--- src/rtl/srp_pkg.sv ---
package srp_pkg;

    localparam int ASSOC  = 16;
    localparam int SLOT_W = $clog2(ASSOC);
    localparam int WAYS_W = $clog2(ASSOC + 1);

    localparam logic       OP_TOUCH    = 1'b0;
    localparam logic       OP_EVICT    = 1'b1;
    localparam logic [3:0] VICTIM_SLOT = 4'd0;

    typedef struct packed {
        logic touch;
        logic start;
        logic step;
        logic finish;
    } t_dp_cmd;

    typedef struct packed {
        logic              hand_bit;
        logic              out_free;
        logic [WAYS_W-1:0] ways;
    } t_dp_stat;

endpackage

--- src/rtl/srp_req_if.sv ---
interface srp_req_if;
    logic       valid;
    logic       ready;
    logic       func;
    logic [3:0] way;

    modport source (output valid, output func, output way, input ready);
    modport sink (input valid, input func, input way, output ready);
endinterface

--- src/rtl/srp_rsp_if.sv ---
interface srp_rsp_if;
    logic       valid;
    logic       ready;
    logic [3:0] victim_slot;
    logic [3:0] shift_count;

    modport source (output valid, output victim_slot, output shift_count, input ready);
    modport sink (input valid, input victim_slot, input shift_count, output ready);
endinterface

--- src/rtl/srp_cfg_if.sv ---
interface srp_cfg_if;
    logic       valid;
    logic       ready;
    logic [4:0] data;

    modport source (output valid, output data, input ready);
    modport sink (input valid, input data, output ready);
endinterface

--- src/rtl/srp_ctrl.sv ---
module srp_ctrl (
    input  logic             i_clk,
    input  logic             i_rst_n,
    input  logic             i_req_valid,
    input  logic             i_req_func,
    output logic             o_req_ready,
    input  srp_pkg::t_dp_stat i_stat,
    output srp_pkg::t_dp_cmd  o_cmd
);

    typedef enum logic [1:0] {
        ST_IDLE,
        ST_SCAN
    } t_state;

    t_state r_state;
    t_state n_state;
    logic   r_ready;
    logic   n_ready;
    logic   w_accept;

    assign w_accept    = i_req_valid && r_ready;
    assign o_req_ready = r_ready;

    always_comb begin
        n_state      = r_state;
        n_ready      = r_ready;
        o_cmd        = '0;
        case (r_state)
            ST_IDLE: begin
                if (w_accept) begin
                    if (i_req_func == srp_pkg::OP_EVICT) begin
                        o_cmd.start = 1'b1;
                        n_state     = ST_SCAN;
                        n_ready     = 1'b0;
                    end else begin
                        o_cmd.touch = 1'b1;
                    end
                end
            end
            ST_SCAN: begin
                if (i_stat.hand_bit) begin
                    o_cmd.step = 1'b1;
                end else if (i_stat.out_free) begin
                    o_cmd.finish = 1'b1;
                    n_state      = ST_IDLE;
                    n_ready      = 1'b1;
                end
            end
            default: begin
                n_state = ST_IDLE;
                n_ready = 1'b1;
            end
        endcase
    end

    always_ff @(posedge i_clk) begin
        if (!i_rst_n) begin
            r_state <= ST_IDLE;
            r_ready <= 1'b1;
        end else begin
            r_state <= n_state;
            r_ready <= n_ready;
        end
    end

endmodule

--- src/rtl/srp_dp.sv ---
module srp_dp (
    input  logic              i_clk,
    input  logic              i_rst_n,
    input  logic [3:0]        i_way,
    input  srp_pkg::t_dp_cmd  i_cmd,
    output srp_pkg::t_dp_stat o_stat,
    srp_cfg_if.sink           i_cfg,
    srp_rsp_if.source         o_rsp
);

    logic [srp_pkg::ASSOC-1:0]  r_visited;
    logic [srp_pkg::ASSOC-1:0]  n_shifted;
    logic [srp_pkg::SLOT_W-1:0] r_hand;
    logic [srp_pkg::SLOT_W-1:0] r_scan;
    logic [srp_pkg::SLOT_W-1:0] n_scan;
    logic [srp_pkg::SLOT_W-1:0] n_start;
    logic [srp_pkg::WAYS_W-1:0] r_ways;
    logic [srp_pkg::WAYS_W-1:0] n_ways;
    logic                       r_out_valid;
    logic [3:0]                 r_shift;

    always_comb begin
        if (({1'b0, r_scan} + 1'b1) >= r_ways) begin
            n_scan = '0;
        end else begin
            n_scan = r_scan + 1'b1;
        end
        if ({1'b0, r_hand} >= r_ways) begin
            n_start = '0;
        end else begin
            n_start = r_hand;
        end
        if (i_cfg.data == '0) begin
            n_ways = srp_pkg::WAYS_W'(1);
        end else if (i_cfg.data > srp_pkg::WAYS_W'(srp_pkg::ASSOC)) begin
            n_ways = srp_pkg::WAYS_W'(srp_pkg::ASSOC);
        end else begin
            n_ways = i_cfg.data;
        end
        n_shifted = r_visited;
        for (int i = 1; i < srp_pkg::ASSOC; i++) begin
            if (i <= int'(r_scan)) begin
                n_shifted[i] = r_visited[i-1];
            end
        end
    end

    assign i_cfg.ready       = 1'b1;
    assign o_stat.hand_bit   = r_visited[r_scan];
    assign o_stat.out_free   = !r_out_valid || o_rsp.ready;
    assign o_stat.ways       = r_ways;
    assign o_rsp.valid       = r_out_valid;
    assign o_rsp.victim_slot = srp_pkg::VICTIM_SLOT;
    assign o_rsp.shift_count = r_shift;

    always_ff @(posedge i_clk) begin
        if (!i_rst_n) begin
            r_visited   <= '0;
            r_hand      <= '0;
            r_scan      <= '0;
            r_ways      <= srp_pkg::WAYS_W'(srp_pkg::ASSOC);
            r_out_valid <= 1'b0;
        end else begin
            if (i_cfg.valid) begin
                r_ways <= n_ways;
            end
            if (i_cmd.touch && ({1'b0, i_way} < r_ways)) begin
                r_visited[i_way] <= 1'b1;
            end
            if (i_cmd.start) begin
                r_scan <= n_start;
            end
            if (i_cmd.step) begin
                r_visited[r_scan] <= 1'b0;
                r_scan            <= n_scan;
            end
            if (i_cmd.finish) begin
                r_visited   <= n_shifted;
                r_hand      <= n_scan;
                r_out_valid <= 1'b1;
                r_shift     <= 4'(r_scan);
            end else if (o_rsp.ready) begin
                r_out_valid <= 1'b0;
            end
        end
    end

endmodule

--- src/rtl/sieve_replacement_policy.sv ---
// A touch request returns nothing; the next request is taken at once.
// An eviction raises the result valid once the hand has cleared the set visited bits it
// meets, one per cycle, at most 16, and stopped on a clear one; the next request is taken
// when the eviction finishes, later while a result waits.
// One request is in work at a time; a finished result waits in the output register.
// Reset is synchronous and active low: visited bits and hand clear, active ways returns to 16.
module sieve_replacement_policy (
    input logic       i_clk,
    input logic       i_rst_n,
    srp_req_if.sink   i_req,
    srp_rsp_if.source o_rsp,
    srp_cfg_if.sink   i_cfg
);

    srp_pkg::t_dp_cmd  w_cmd;
    srp_pkg::t_dp_stat w_stat;
    logic              w_req_ready;

    assign i_req.ready = w_req_ready;

    srp_ctrl u_ctrl (
        .i_clk       (i_clk),
        .i_rst_n     (i_rst_n),
        .i_req_valid (i_req.valid),
        .i_req_func  (i_req.func),
        .o_req_ready (w_req_ready),
        .i_stat      (w_stat),
        .o_cmd       (w_cmd)
    );

    srp_dp u_dp (
        .i_clk   (i_clk),
        .i_rst_n (i_rst_n),
        .i_way   (i_req.way),
        .i_cmd   (w_cmd),
        .o_stat  (w_stat),
        .i_cfg   (i_cfg),
        .o_rsp   (o_rsp)
    );

    a_shift_in_range: assert property (@(posedge i_clk) disable iff (!i_rst_n)
        o_rsp.valid |-> ({1'b0, o_rsp.shift_count} < w_stat.ways))
        else $error("shift count at or beyond the ways in use");

    a_no_accept_while_busy: assert property (@(posedge i_clk) disable iff (!i_rst_n)
        (w_cmd.step || w_cmd.finish) |-> !i_req.ready)
        else $error("request port ready while an eviction is in work");

    a_evict_blocks: assert property (@(posedge i_clk) disable iff (!i_rst_n)
        (i_req.valid && i_req.ready && i_req.func == srp_pkg::OP_EVICT) |=> !i_req.ready)
        else $error("eviction accepted without blocking the next request");

endmodule

--- src/flat_wrapper.sv ---
// flat-port wrapper written by rule: the top's interface ports become plain ports
module sieve_replacement_policy_flat 
  (i_clk, i_rst_n, i_req_valid, i_req_func, i_req_way, i_req_ready, o_rsp_valid, o_rsp_victim_slot, o_rsp_shift_count, o_rsp_ready, i_cfg_valid, i_cfg_data, i_cfg_ready);
  srp_req_if i_req_i ();
  srp_rsp_if o_rsp_i ();
  srp_cfg_if i_cfg_i ();
  input logic i_clk;
  input logic i_rst_n;
  input wire logic [$bits(i_req_i.valid)-1:0] i_req_valid;
  input wire logic [$bits(i_req_i.func)-1:0] i_req_func;
  input wire logic [$bits(i_req_i.way)-1:0] i_req_way;
  output wire logic [$bits(i_req_i.ready)-1:0] i_req_ready;
  output wire logic [$bits(o_rsp_i.valid)-1:0] o_rsp_valid;
  output wire logic [$bits(o_rsp_i.victim_slot)-1:0] o_rsp_victim_slot;
  output wire logic [$bits(o_rsp_i.shift_count)-1:0] o_rsp_shift_count;
  input wire logic [$bits(o_rsp_i.ready)-1:0] o_rsp_ready;
  input wire logic [$bits(i_cfg_i.valid)-1:0] i_cfg_valid;
  input wire logic [$bits(i_cfg_i.data)-1:0] i_cfg_data;
  output wire logic [$bits(i_cfg_i.ready)-1:0] i_cfg_ready;
  assign i_req_i.valid = i_req_valid;
  assign i_req_i.func = i_req_func;
  assign i_req_i.way = i_req_way;
  assign i_req_ready = i_req_i.ready;
  assign o_rsp_valid = o_rsp_i.valid;
  assign o_rsp_victim_slot = o_rsp_i.victim_slot;
  assign o_rsp_shift_count = o_rsp_i.shift_count;
  assign o_rsp_i.ready = o_rsp_ready;
  assign i_cfg_i.valid = i_cfg_valid;
  assign i_cfg_i.data = i_cfg_data;
  assign i_cfg_ready = i_cfg_i.ready;
  sieve_replacement_policy u_core (.i_clk(i_clk), .i_rst_n(i_rst_n), .i_req(i_req_i), .o_rsp(o_rsp_i), .i_cfg(i_cfg_i));
endmodule
--- config.mk ---
export PLATFORM = sky130hd
export DESIGN_NAME = sieve_replacement_policy_flat
export DESIGN_NICKNAME = d
export VERILOG_FILES = /design/src/rtl/srp_pkg.sv /design/src/rtl/srp_req_if.sv /design/src/rtl/srp_rsp_if.sv /design/src/rtl/srp_cfg_if.sv /design/src/rtl/srp_ctrl.sv /design/src/rtl/srp_dp.sv /design/src/rtl/sieve_replacement_policy.sv /design/src/flat_wrapper.sv
export SDC_FILE = /design/constraint.sdc
export NUM_CORES = 1
export LEC_CHECK = 0
export BUFFER_PORTS_ARGS = -buffer_cell sky130_fd_sc_hd__buf_2
export CORE_MARGIN = 2
export CORE_UTILIZATION = 55
export CTS_CLUSTER_SIZE = 8
export DETAILED_ROUTE_END_ITERATION = 10
export GPL_TIMING_DRIVEN = 0
export PLACE_DENSITY_LB_ADDON = 0.2
export REMOVE_ABC_BUFFERS = 1
export SLEW_MARGIN = 20
export SYNTH_ARGS = -nofsm -noshare
export SYNTH_HDL_FRONTEND = slang
export SYNTH_HIERARCHICAL = 1
export SYNTH_SLANG_ARGS = --single-unit
--- constraint.sdc ---
create_clock -name i_clk -period 3.3 [get_ports i_clk]
set_clock_uncertainty 0.15 [all_clocks]
set_input_delay 0 -clock i_clk [delete_from_list [all_inputs] [get_ports i_clk]]
set_output_delay 0 -clock i_clk [all_outputs]
set_load 0.1 [all_outputs]
# --- After elaboration in Yosys (flattened, before gate mapping) ---
# Index checks and enable logic that the tools add are counted.
classes:
  n_addsub: 2
  n_lt_le_gt_ge: 23
  n_eq_ne: 20
  muxes: 51
  n_bitwise: 3
  reduce_logical: 12
ops:
  columns: ["op", "n"]
  rows:
  - ["2-to-1 mux 16 bit", 4]
  - ["inequality test 2 bit (second input constant)", 19]
  - ["<= comparator 4 bit (first input constant)", 8]
  - ["2-to-1 mux 1 bit", 29]
  - ["bitwise AND 16 bit", 1]
  - ["<= comparator 3 x 4 -> 1 bit (first input constant)", 4]
  - ["2-to-1 mux 4 bit", 4]
  - ["NOT 16 bit", 1]
  - ["OR 16 bit", 1]
  - ["2-to-1 mux 2 bit", 7]
  - ["less-than comparator 4 x 5 -> 1 bit (second input constant)", 2]
  - ["2-to-1 mux 5 bit", 2]
  - ["demux 1 bit (select 4 bit)", 2]
  - ["greater-or-equal comparator 4 x 1 -> 1 bit (second input constant)", 2]
  - ["<= comparator 2 x 4 -> 1 bit (first input constant)", 2]
  - ["adder 4 x 1 -> 5 bit (second input constant)", 1]
  - ["greater-or-equal comparator 4 x 5 -> 1 bit", 1]
  - ["greater-or-equal comparator 5 bit", 1]
  - ["greater-than comparator 5 bit (second input constant)", 1]
  - ["logical NOT 5 bit", 1]
  - ["less-than comparator 4 x 5 -> 1 bit", 1]
  - ["adder 4 x 1 -> 4 bit (second input constant)", 1]
  - ["binary-select mux 1 bit (select 4 bit)", 1]
  - ["<= comparator 1 x 4 -> 1 bit (first input constant)", 1]
  - ["other kinds (10)", 14]
word_totals:
  reg_bits: 37
  input_bits: 15
  output_inout_bits: 11
  elab_cells: 134

# --- Logic depth before layout (Yosys ltp) ---
# Gate-level depths: netlist of the first run.
logic_depth:
  word_depth: 10
  depth_mapped: 12
  mapped_depth_nobuf: 9

# --- By module ---
# Netlist of the first run, hierarchy kept.
by_module_without_submodules:
  columns: ["module", "instances", "cells_per_inst", "area_per_inst_um2", "seq_area_each_um2"]
  rows:
  - ["srp_dp", 1, 278, 2387.3, 720.7]
  - ["srp_ctrl", 1, 11, 111.4, 40.0]

# --- Least setup slack after synthesis of the first run ---
# No wires, ideal clock.
synth_path:
  path_type: "register -> register"
  start: "register u_core/u_dp/r_scan[1] in the netlist's numbering"
  end: "register u_core.u_dp.r_shift[0], in the netlist u_core/u_dp/o_rsp.shift_count[0], enable pin"
  setup_time_ns: 0.329
  arrival_ns: 2.101
  required_ns: 2.821
  setup_slack_ns: 0.720
  path_stages_with_launch: 9
  n_path_buf: 2
  period_less_slack_ns: 2.580
  cell_sequence: "dfxtp_1 > buf_2 > mux4_2 > o22ai_1 > a21oi_1 > and3b_2 > inv_1 > clkbuf_1 > nor2_1"
synth_lines:
  columns: ["item", "line", "source"]
  rows:
  - ["from (decl)", "srp_dp.sv:14", "logic [srp_pkg::SLOT_W-1:0] r_scan;"]
  - ["from (signal assigned)", "srp_dp.sv:71", "r_scan <= n_start;"]
  - ["from (signal assigned)", "srp_dp.sv:75", "r_scan <= n_scan;"]
  - ["to (signal assigned)", "srp_dp.sv:81", "r_shift <= 4'(r_scan);"]
  - ["to (decl)", "srp_dp.sv:20", "logic [3:0] r_shift;"]

==> results.cfg, run 1 <==
[outcome]
outcome = complete, no violations

[clocking]
clkSlewWorstSetupHoldPaths_ns = 0.07
insertion_delay_ns = 0.30
cts_num_sinks = 36
cts.htree.levels = 2
clockBufferDepth = 2
cts_tree = built
cts_buffers = 5
ctsRootBufferMaster = clkbuf_8

[critical_path]
cpMaxStageDelayCell = dfxtp_2
reg2reg_from = u_core/u_dp/r_scan[2]
max_stage_delay_ns = 0.63
crit_chain = nand2b_1 -> o221ai_1 -> o22ai_1 -> a21oi_1 -> and3b_4 -> inv_1 -> nand3_1 -> o21ai_0 -> a221oi_1
r2r_slack_ns = 0.19
crit_path_end_kind = flop
arrival_ns = 3.09
worstSetupPathType = flop to flop
path_delay_family = compound AO/OA/AOI/OAI gates
startpoint = u_core/u_dp/r_scan[2]
critPathBufInv = 1
crit_fanout = 25
startpoint_type = flop
crit_required_ns = 3.28

[worst_hold_path]
hold_class = input port to flop
hp-start = i_req_way[0]

[pwr]
peakVddDrop_mv = 0.211
power_density_mw_per_mm2 = 397
leakage_nw = 1.05

[global_routing]
grt_pass1_wl_mm = 11.2
gr-usage-all-layers_pct = 27.9
antenna_found_initial = 0
grt_overflow = 0
grt_start_max_net_pins = 26
grt_pass1_vias = 2228

[route]
vias = 2464
drt_iter0_drc = 281
vias_per_cell = 6.70
postRouteAntennaNets = 0
wirelength_mm = 6.95
wire_per_inst_um = 18.9
first_pass_iters = 5
route.detailed.drc = 0

[yosys]
synth_largest_area_cell = dfxtp_1
synth_area_sq_mm = 0.00250
synth.distinct_cells = 63
yosys_warnings = 6
async_reset_ff_share_pct = 0
synth_area_leaders = dfxtp_1, ha_1, mux2i_1, edfxtp_1, nand2_1
synth-seq-cells = 36
syn_area_per_cell_sq_um = 8.65
yosys_most_used_dff = dfxtp_1
synthCells = 289
yosysTopAreaCellShare_pct = 25.6
yosysSeqAreaShare_pct = 30.4
synth-edff-count = 4

[cells_and_area]
area_growth_pct = 13.7
n_antenna_cell = 0
drive_above_1_share_pct = 13.6
utilization_pct = 65.2
final_cell_mix = dfxtp_1, nand2_1, buf_2
nets = 346
final_common_cell = dfxtp_1

[timing]
period_minus_slack_ns = 3.11
setup_tns_ns = 0
setup_viol = 0
fin_crit_sh_pct = 94.3
rsz0062_at_grt = no
clock.fmax_ghz = 0.321
drv_slew = 0
slew_headroom_pct = 38.4
hold_violations = 0
worst_pin_slew_ns = 0.924

[floorplanning]
die_area_sq_mm = 0.00510
die_h_um = 71.4
num_rows = 24
pin_count = 26
start_util_pct = 57.4
core_sq_mm = 0.00435
die_w_um = 71.4

[job]
drv_cap = 0

[placement]
hpwl_mm = 4.28
place.port_buffers = 20
gp_congestion = 0.850
-- stage by stage --
step	cell area, sq um	hold WS (ns)	instances	total power [mW]	setup slack (ns)
6_report	2840	0.00309	368	1.13	0.189
5_1_grt	2840	0.0261	368	1.16	0.0255
4_1_cts	2840	0.00431	368	1.12	0.0309
3_5_place_dp	2550	0.110	343	0.716	-0.574
3_3_place_gp	2550	0.100	343	0.711	-0.544
2_1_floorplan	2390	-0.0738	271	0.660	0.161
-- flip-flops by register name (all words and copies together), names as in the netlist --
name                           cells
u_core/u_ctrl/r_state              1
u_core/u_dp/r_scan                 4
u_core/u_dp/o_rsp.valid            1
u_core/u_ctrl/o_req_ready          1
u_core/u_dp/r_ways                 5
u_core/u_dp/o_rsp.shift_count      4
u_core/u_dp/r_visited             16
u_core/u_dp/r_hand                 4
-- power by group --
group	internal [mW]	switching [mW]	leakage (nW)	total, mW
Sequential	0.467	0.0274	0.301	0.495
Clock	0.224	0.174	0.0552	0.398
Combinational	0.0807	0.155	0.691	0.236
-- worst min-delay path: cells and delay by family --
family | cells | cell delay (ns)
compound gates | 1 | 0.07
buf+inv | 1 | 0.12
simple gates | 2 | 0.21
-- final cells by class --
class	instances	area, sq um
clock buffer	6	72.6
clock inverter	2	35.0
fill	392	1510
inverter	12	45.0
multi-input combinational	224	1590
sequential	36	768
tap	52	65.1
timing repair buffer	36	260
-- repair_timing --
action	in CTS	in global routing
hold endpoints to repair	19	0
cloned	1	0
gates resized for setup	3	3
hold buffers	16	0
setup buffers	0	0
setup endpoints to repair	21	9
-- synthesized netlist by cell type (3+ instances only) --
| master | instances |
|---|---|
| o31ai_1 | 7 |
| a221oi_1 | 3 |
| nand2_1 | 25 |
| a211oi_1 | 7 |
| nand4_1 | 4 |
| ha_1 | 16 |
| or3_1 | 3 |
| nand3_1 | 4 |
| nand2b_1 | 9 |
| buf_2 | 7 |
| buf_4 | 7 |
| o2111ai_1 | 7 |
| clkbuf_1 | 5 |
| edfxtp_1 | 4 |
| nor2b_1 | 6 |
| dfxtp_1 | 32 |
| a21oi_1 | 17 |
| nor2_1 | 17 |
| mux2i_1 | 12 |
| o211ai_1 | 4 |
| a2bb2oi_1 | 3 |
| inv_1 | 11 |
| a311oi_1 | 8 |
| a31oi_1 | 6 |
| nor3_1 | 7 |
| o21ai_0 | 13 |
-- final timing paths --
kind	to	depth (start not counted)
min reg2reg	u_core/u_dp/r_hand[3]	2
max reg2reg	u_core/u_dp/r_visited[12]	9
min	u_core/u_dp/r_visited[12]	4
max	u_core/u_dp/r_visited[12]	9
-- cell families (layout without fill, tap and decap cells) --
group | Yosys count | in the layout | share of synthesized area, %
AOI/OAI and AO/OA | 98 | 98 | 29.1
xor gates and xnor gates | 2 | 2 | 0.701
adders and majority gates | 16 | 16 | 8.01
buffers and inverters | 33 | 56 | 6.66
DFF | 36 | 36 | 30.4
muxes | 14 | 14 | 6.61
other | 2 | 5 | 0.301
and+or+nand+nor | 88 | 89 | 18.2
-- per-layer routing --
| layer | part of all wire [%] | global-route usage, % |
|---|---|---|
| met1 | 42 | 35.0 |
| met2 | 48 | 46.4 |
| met3 | 7.6 | 5.77 |
| met4 | 2.6 | 12.2 |
| met5 | 0 | 0 |
(Power assumes the default switching activity.)
==> run 2: changes to the inputs <==
REMOVE_ABC_BUFFERS = default   (was 1)
==> run 2 against run 1 <==
Against the previous run:
- die area stayed put
- worst setup slack worse by 0.018 ns
- final cell count rose by 5.4%
- critical path type unchanged
- largest power group unchanged
==> results.cfg, run 2 (synthesis results as in run 1) <==
[global_routing]
grt_pass1_vias = 2479
gr-usage-all-layers_pct = 30.7
grt_start_max_net_pins = 13
grt_overflow = 0
grt_pass1_wl_mm = 12.1
antenna_found_initial = 0

[cells_and_area]
regArea_sq_um = 762
area_growth_pct = 18.2
nets = 366
fill_cells = 359
drive_above_1_share_pct = 17.9
largest_reg_flops = 16
final_common_cell = dfxtp_1
final_cell_mix = dfxtp_1, buf_2, nand2_1
final_area_sq_mm = 0.00295
top_regs = u_core/u_dp/r_visited: 16 flops, u_core/u_dp/r_ways: 5 flops
multi_input_area_sq_mm = 0.00158
top_register = u_core/u_dp/r_visited
n_antenna_cell = 0

[floorplanning]
core_sq_mm = 0.00435
pin_count = 26
num_rows = 24
die_h_um = 71.4
die_w_um = 71.4
start_util_pct = 57.4
die_area_sq_mm = 0.00510

[route]
wire_per_inst_um = 19.2
vias = 2522
first_pass_iters = 5
postRouteAntennaNets = 0
drt_iter0_drc = 247
vias_per_cell = 6.50
wirelength_mm = 7.45
route.detailed.drc = 0

[worst_hold_path]
hold_class = input port to flop

[critical_path]
crit_fanout = 10
crit_path_end_kind = flop
startpoint_type = flop
arrival_ns = 3.18
worstSetupPathType = flop to flop
max_stage_delay_ns = 0.49
cpMaxStageDelayCell = dfxtp_1
crit_required_ns = 3.35
path_delay_family = buffers and inverters
critPathBufInv = 4
crit_chain = buf_6 -> buf_4 -> nand2_1 -> o221ai_1 -> o22ai_1 -> a21oi_1 -> and3b_2 -> inv_1 -> clkbuf_2 -> a41oi_1 -> nor3_1

[timing]
drv_slew = 0
worst_pin_slew_ns = 0.541
hold_violations = 0
period_minus_slack_ns = 3.13
clock.fmax_ghz = 0.320
setup_viol = 0
rsz0062_at_grt = no
fin_crit_sh_pct = 94.8
slew_headroom_pct = 63.9

[clocking]
clkSlewWorstSetupHoldPaths_ns = 0.08
insertion_delay_ns = 0.30
cts_num_sinks = 36
cts.htree.levels = 2
cts_buffers = 5
ctsRootBufferMaster = clkbuf_8
cts_tree = built
clockBufferDepth = 2

[pwr]
internal_power_mw = 0.781
leakage_nw = 1.14
peakVddDrop_mv = 0.268
p_comb_share_pct = 21.9
clkPwrFrac_pct = 34.9
power_density_mw_per_mm2 = 387
swShare_pct = 31.6
p_sw_mw = 0.361
p_seq_share_pct = 43.3
p_total_mw = 1.14

[placement]
place.port_buffers = 20
dpl_cell_area_sq_mm = 0.00268
hpwl_mm = 5.05
gp_congestion = 0.987

[job]
drv_cap = 0

[outcome]
outcome = complete, no violations
run 2: cell count changes in the layout (fill, tap and decap cells not counted), moves of 2 or more:
cell      before  now
buf_2         20   27
buf_4          0    7
clkbuf_2       0    4
dfxtp_1       28   31
dfxtp_2        3    1
run 2: final timing paths:
kind	start	to	slack [ns]	cells after the start
max	u_core/u_dp/r_scan[2]	u_core/u_dp/r_visited[0]	0.17	11
min	i_req_way[0]	u_core/u_dp/r_visited[2]	0.03	4
max reg2reg	u_core/u_dp/r_scan[2]	u_core/u_dp/r_visited[0]	0.17	11
min reg2reg	u_core/u_ctrl/r_state[0]	u_core/u_ctrl/r_state[0]	0.35	2
run 2: area by class of cell:
type | instances | area share, %
Clock buffer | 5 | 2.33
Sequential cell | 36 | 25.8
Multi-Input combinational cell | 223 | 53.6
Inverter | 12 | 1.53
Buffer | 21 | 4.28
Tap cell | 52 | 2.20
Timing Repair Buffer | 36 | 8.81
Clock inverter | 3 | 1.44
run 2: power by group through the flow:
stage          Combinational [mW]  Clock, mW  Sequential, mW
3_5_place_dp                0.227          0           0.503
6_report                    0.250      0.398           0.494
5_1_grt                     0.268      0.417           0.497
4_1_cts                     0.242      0.403           0.493
2_1_floorplan               0.151          0           0.521
3_3_place_gp                0.225          0           0.502
run 2: per-layer routing:
metal	vias up	share of wire, %	global-route usage, %
li1	1192	-	-
met3	22	8.9	6.89
met2	132	46	49.7
met1	1176	42	39.7
met4	0	2.8	12.4
met5	-	0	0
run 2: stage by stage:
step / hold slack (ns) / setup TNS, ns / util [%] / std cells / setup slack, ns
2_1_floorplan: -0.0652 / 0 / - / 292 / 0.720
3_3_place_gp: 0.105 / 0 / 61.4 / 364 / 0.0487
6_report: 0.0329 / 0 / 67.8 / 388 / 0.171
5_1_grt: 0.0381 / 0 / 67.8 / 388 / 0.00771
4_1_cts: 0.00222 / 0 / 67.7 / 388 / 0.0539
3_5_place_dp: 0.107 / -0.00636 / 61.4 / 364 / -0.00636
run 2: what timing repair did:
item	CTS	global route
endpoints found under the hold margin	13	0
buffers inserted	0	0
gates resized for setup	1	6
endpoints found under the setup margin	5	25
hold buffers	16	0
run 2: worst register-to-register path, delay by kind of cell, from the launching register on:
| kind | cells | cell delay (ns) |
|---|---|---|
| and+or+nand+nor | 3 | 0.65 |
| AOI/OAI and AO/OA | 4 | 0.83 |
| DFF | 1 | 0.49 |
| buffers and inverters | 4 | 0.92 |
